===== config.mk =====
export PLATFORM = sky130hd
export DESIGN_NAME = pfsa_alu
export DESIGN_NICKNAME = d
export VERILOG_FILES = /design/src/design/pfsa_pkg.sv /design/src/design/pfsa_alu.sv
export SDC_FILE = /design/constraint.sdc
export NUM_CORES = 1
export LEC_CHECK = 0
export CORE_UTILIZATION = 45
export DETAILED_ROUTE_END_ITERATION = 8
export DONT_BUFFER_PORTS = 1
export PLACE_DENSITY = 0.67
export SLEW_MARGIN = 10
export SYNTH_ARGS = -nofsm -noshare
export SYNTH_HDL_FRONTEND = slang
export SYNTH_SLANG_ARGS = --single-unit

===== constraint.sdc =====
create_clock -name vclk -period 8.85
set_input_delay 1.77 -clock vclk [all_inputs]
set_output_delay 1.77 -clock vclk [all_outputs]
set_load 0.02 [all_outputs]

===== src/design/pfsa_pkg.sv =====
// ----------------------------------------------------------------------------
// pfsa_pkg
// shared constants, mode codes and item types of the page frame stack allocator
// ----------------------------------------------------------------------------
package pfsa_pkg;

    localparam int MAX_PAGES  = 1024;
    localparam int PAGE_SHIFT = 12;
    localparam int ADDR_W     = 64;
    localparam int PN_W       = ADDR_W - PAGE_SHIFT;
    localparam int IDX_W      = $clog2(MAX_PAGES);
    localparam int CNT_W      = 11;
    localparam int SAT_W      = 32;

    localparam logic [ADDR_W-1:0] ALL_ONES  = '1;
    localparam logic [ADDR_W-1:0] PAGE_MASK = ADDR_W'((64'd1 << PAGE_SHIFT) - 64'd1);

    localparam logic [2:0] MODE_BEGIN  = 3'd0;
    localparam logic [2:0] MODE_REGION = 3'd1;
    localparam logic [2:0] MODE_FINISH = 3'd2;
    localparam logic [2:0] MODE_ALLOC  = 3'd3;
    localparam logic [2:0] MODE_FREE   = 3'd4;

    typedef struct packed {
        logic [2:0]        mode;
        logic [ADDR_W-1:0] region_base;
        logic [ADDR_W-1:0] region_length;
        logic              region_available;
        logic [ADDR_W-1:0] free_address;
    } pfsa_in_t;

    typedef struct packed {
        logic [ADDR_W-1:0] granted_address;
        logic              accepted;
        logic [CNT_W-1:0]  free_count;
        logic [CNT_W-1:0]  tracked_count;
        logic [SAT_W-1:0]  dropped_count;
        logic [SAT_W-1:0]  duplicate_rejects;
        logic [ADDR_W-1:0] min_page;
        logic [ADDR_W-1:0] max_page;
        logic              ready_res;
    } pfsa_res_t;

    typedef struct packed {
        logic [ADDR_W-1:0] a;
        logic [ADDR_W-1:0] b;
        logic              inv;
        logic              cin;
    } pfsa_alu_req_t;

    typedef struct packed {
        logic [ADDR_W-1:0] sum;
        logic              carry;
    } pfsa_alu_rsp_t;

endpackage


===== src/design/pfsa_alu.sv =====
// ----------------------------------------------------------------------------
// pfsa_alu
// shared 64-bit adder: add, subtract, compare and increment for the sequencer
// ----------------------------------------------------------------------------
module pfsa_alu
    import pfsa_pkg::*;
(
    input  pfsa_alu_req_t req,
    output pfsa_alu_rsp_t rsp
);

    logic [ADDR_W-1:0] b_op;
    logic [ADDR_W:0]   total;

    // subtract is a + ~b + 1, carry out set means no borrow
    assign b_op  = req.inv ? ~req.b : req.b;
    assign total = {1'b0, req.a} + {1'b0, b_op} + {{ADDR_W{1'b0}}, req.cin};

    assign rsp.sum   = total[ADDR_W-1:0];
    assign rsp.carry = total[ADDR_W];

endmodule


; After elaboration in Yosys (flattened, before gate mapping)
; Cells that the tools add are included.
[classes]
bitwise = 1
muxes = 1
add_sub_neg = 2
[op_table]
columns = op, n
row1 = 64-bit by 64-bit adder with 65-bit output, 1
row2 = 65-bit by 1-bit adder with 65-bit output, 1
row3 = 64-bit 2-to-1 mux, 1
row4 = 64-bit NOT, 1
[totals]
reg_bits = 0
inputBits = 130
elab_cells = 4

; Depth between registers and ports, before layout
[depth]
word_depth = 4
ltp_mapped = 14
mapped_depth_nobuf = 12

; Least setup slack after synthesis
; OpenSTA, ideal clock, no wires.
[synth_path]
path_type = input to output
from = in req[1] (netlist name)
to = out rsp[47] (netlist name)
path_slack_ns = 1.693
arrival_time_ns = 5.387
required_ns = 7.080
cell_stages = 14
path_cell_list = clkbuf_1 > buf_1 > xnor2_1 > fa_1 > fa_1 > nand2b_1 > a21oi_2 > o21ai_0 > nand2_1 > a31oi_2 > o31a_4 > o41ai_4 > a221oi_2 > xnor2_1
[synth_rtl]
columns = item, line
row1 = from (decl), pfsa_alu.sv:8  ; input pfsa_alu_req_t req,
row2 = to (decl), pfsa_alu.sv:9  ; output pfsa_alu_rsp_t rsp

==> qor.yml <==
floorplanning:
  fp.dieArea_um2: 10500
  row_count: 36
  die_y_um: 103
  start_util: 0.465
  io-pin-count: 195
  core_area_um2: 9820
  die_w_um: 103
clocking:
  cts_hold_buf: 0
  cts_resized: 0
  cts_setup_buffers: 0
finish:
  syn_to_final_growth_pct: 0.548
  drive_gt1_frac: 0.0488
  seq_cell_count: 0
  nNetsFinal: 812
  regArea_um2: 0
  fillCellCount: 1015
  final_util: 0.467
  diodes: 0
  clock_buffers: 0
timing:
  setup_viol: 0
  min_period_ps: 6650
  fin_setup_tns_ps: 0
  hold_viol_final: 0
  slew_viol_final: 0
  maxSlewHeadroom: 0.583
  period_share: 0.752
  max_freq_mhz: 150
  rsz0062_at_grt: "false"
  worst_slew_pin_slew_ps: 622
global_routing:
  grt_pass1_vias: 4234
  grt_overflow: 0
  grt_pass1_wl_um: 19300
  antenna_found_initial: 0
  grt_usage: 0.219
  grt_max_degree: 65
synth:
  avgSynthCellArea_um2: 7.05
  synth_top_area_cell: "ha_1"
  ys_warn_count: 0
  synth_nets: 842
  synth_area_leaders: "ha_1 (17%), xor2_1 (17%), a21oi_1 (8.4%)"
  synth_area_um2: 4560
  synth_most_common_cell: "xor2_1"
  synth_seq_area_share: 0
  synth_cells: 647
  synth.distinct_cells: 66
  synth_common_cells: "xor2_1 (90), a21oi_1 (77), ha_1 (63)"
  yosys.area.top_type_share: 0.173
setup_path:
  critPathMaxStageDelay_ps: 440
  critPathSlowestCell: "o31a_4"
  end_kind: "output pin"
  worstSetupStartpointType: "input port"
  critical_path.cell_chain: "xnor2_1 -> fa_1 -> fa_1 -> nand2b_1 -> a21oi_2 -> o21ai_0 -> nand2_1 -> a31oi_2 -> o31a_4 -> o31ai_4 -> a21boi_1 -> xnor2_1"
  cp_num_cells: 12
  worst_ep_required_time_ps: 7080
  crit_type: "in2out"
  critPathBufInv: 0
  critPathMaxFanout: 64
  cp_data_arrival_time_ps: 4880
  critPathTopFamily: "compound AO/OA/AOI/OAI gates"
route:
  route.final.wire_length_um: 12500
  drtPass1Iterations: 5
  post_drt_wl_per_cell_um: 16.7
  num_vias: 4658
  drt_iter0_drc: 198
  drc: 0
  ant_nets: 0
  routed_via_density: 6.23
placed_design:
  gp_congestion: 0.919
  dp_hpwl_um: 10600
  numPortBuffers: 0
status:
  status: "completed"
min_path:
  min_from: "req[66]"
  hp-class: "in2out"
  worstHoldPathCells: 3
  whs_endpoint: "rsp[1]"
job:
  cap_violations: 0
power:
  power_density_nw_per_um2: 138
  p_leak_uw: 0.00192
  vdd_ir_drop_max_mv: 0.0755
## where the power goes
part | internal (uW) | total [uW] | switching (uW)
registers | 0 | 0 | 0
logic | 198 | 631 | 433
clock network | 0 | 0 | 0
total | 198 | 631 | 433
## metrics by stage
step | setup slack, ps | instance area [um^2] | hold WS (ps) | std cells | power, uW
global route | 2050 | 4590 | 3870 | 748 | 683
global placement | 2290 | 4590 | 3840 | 748 | 619
floorplan | 1690 | 4560 | 3820 | 647 | 536
finish | 2200 | 4590 | 3840 | 748 | 631
CTS | 2190 | 4590 | 3840 | 748 | 628
detailed placement | 2210 | 4590 | 3840 | 748 | 624
## routing by layer
| layer | share of wire | global-route usage |
|---|---|---|
| met4 | 0.0092 | 0.0264 |
| met1 | 0.44 | 0.281 |
| met5 | 0 | 0 |
| met3 | 0.066 | 0.0278 |
| met2 | 0.49 | 0.399 |
## placed cells by master (no fill, tap or decap), types with 13 or more instances in the layout
cell	Yosys	layout
ha_1	63	63
o21bai_1	13	13
nor2_1	38	38
nand3_1	13	13
a21oi_1	77	77
o21ai_0	41	41
nand2_1	55	55
xor2_1	90	90
inv_1	20	20
nand4_1	21	21
xnor2_1	36	36
a21o_1	22	22
## final cells by class
| class | count | area [um^2] | area share |
|---|---|---|---|
| Multi-Input combinational cell | 595 | 4350 | 0.947 |
| Tap cell | 133 | 166 | 0.0363 |
| Inverter | 20 | 75.1 | 0.0164 |
## worst min-delay path, delay by kind of cell
family / cells / cell delay (ps)
adder cells (fa/ha/maj): 1 / 150
buffers and inverters: 2 / 150
## how the worst max path moves through the flow
stage	startpoint	slack, ps	endpoint
3_3_place_gp	req[1]	2290	rsp[59]
3_5_place_dp	req[1]	2210	rsp[59]
5_1_grt	req[1]	2050	rsp[59]
4_1_cts	req[1]	2190	rsp[59]
2_1_floorplan	req[1]	1690	rsp[47]
6_report	req[1]	2200	rsp[59]
## cells by family after synthesis
| family | after synthesis | synth area share |
|---|---|---|
| AOI/OAI and AO/OA | 226 | 0.335 |
| xor gates and xnor gates | 126 | 0.242 |
| and+or+nand+nor | 178 | 0.194 |
| buffers and inverters | 52 | 0.0474 |
| adders and majority gates | 65 | 0.182 |
No activity file was read; power rests on OpenSTA's default activity.
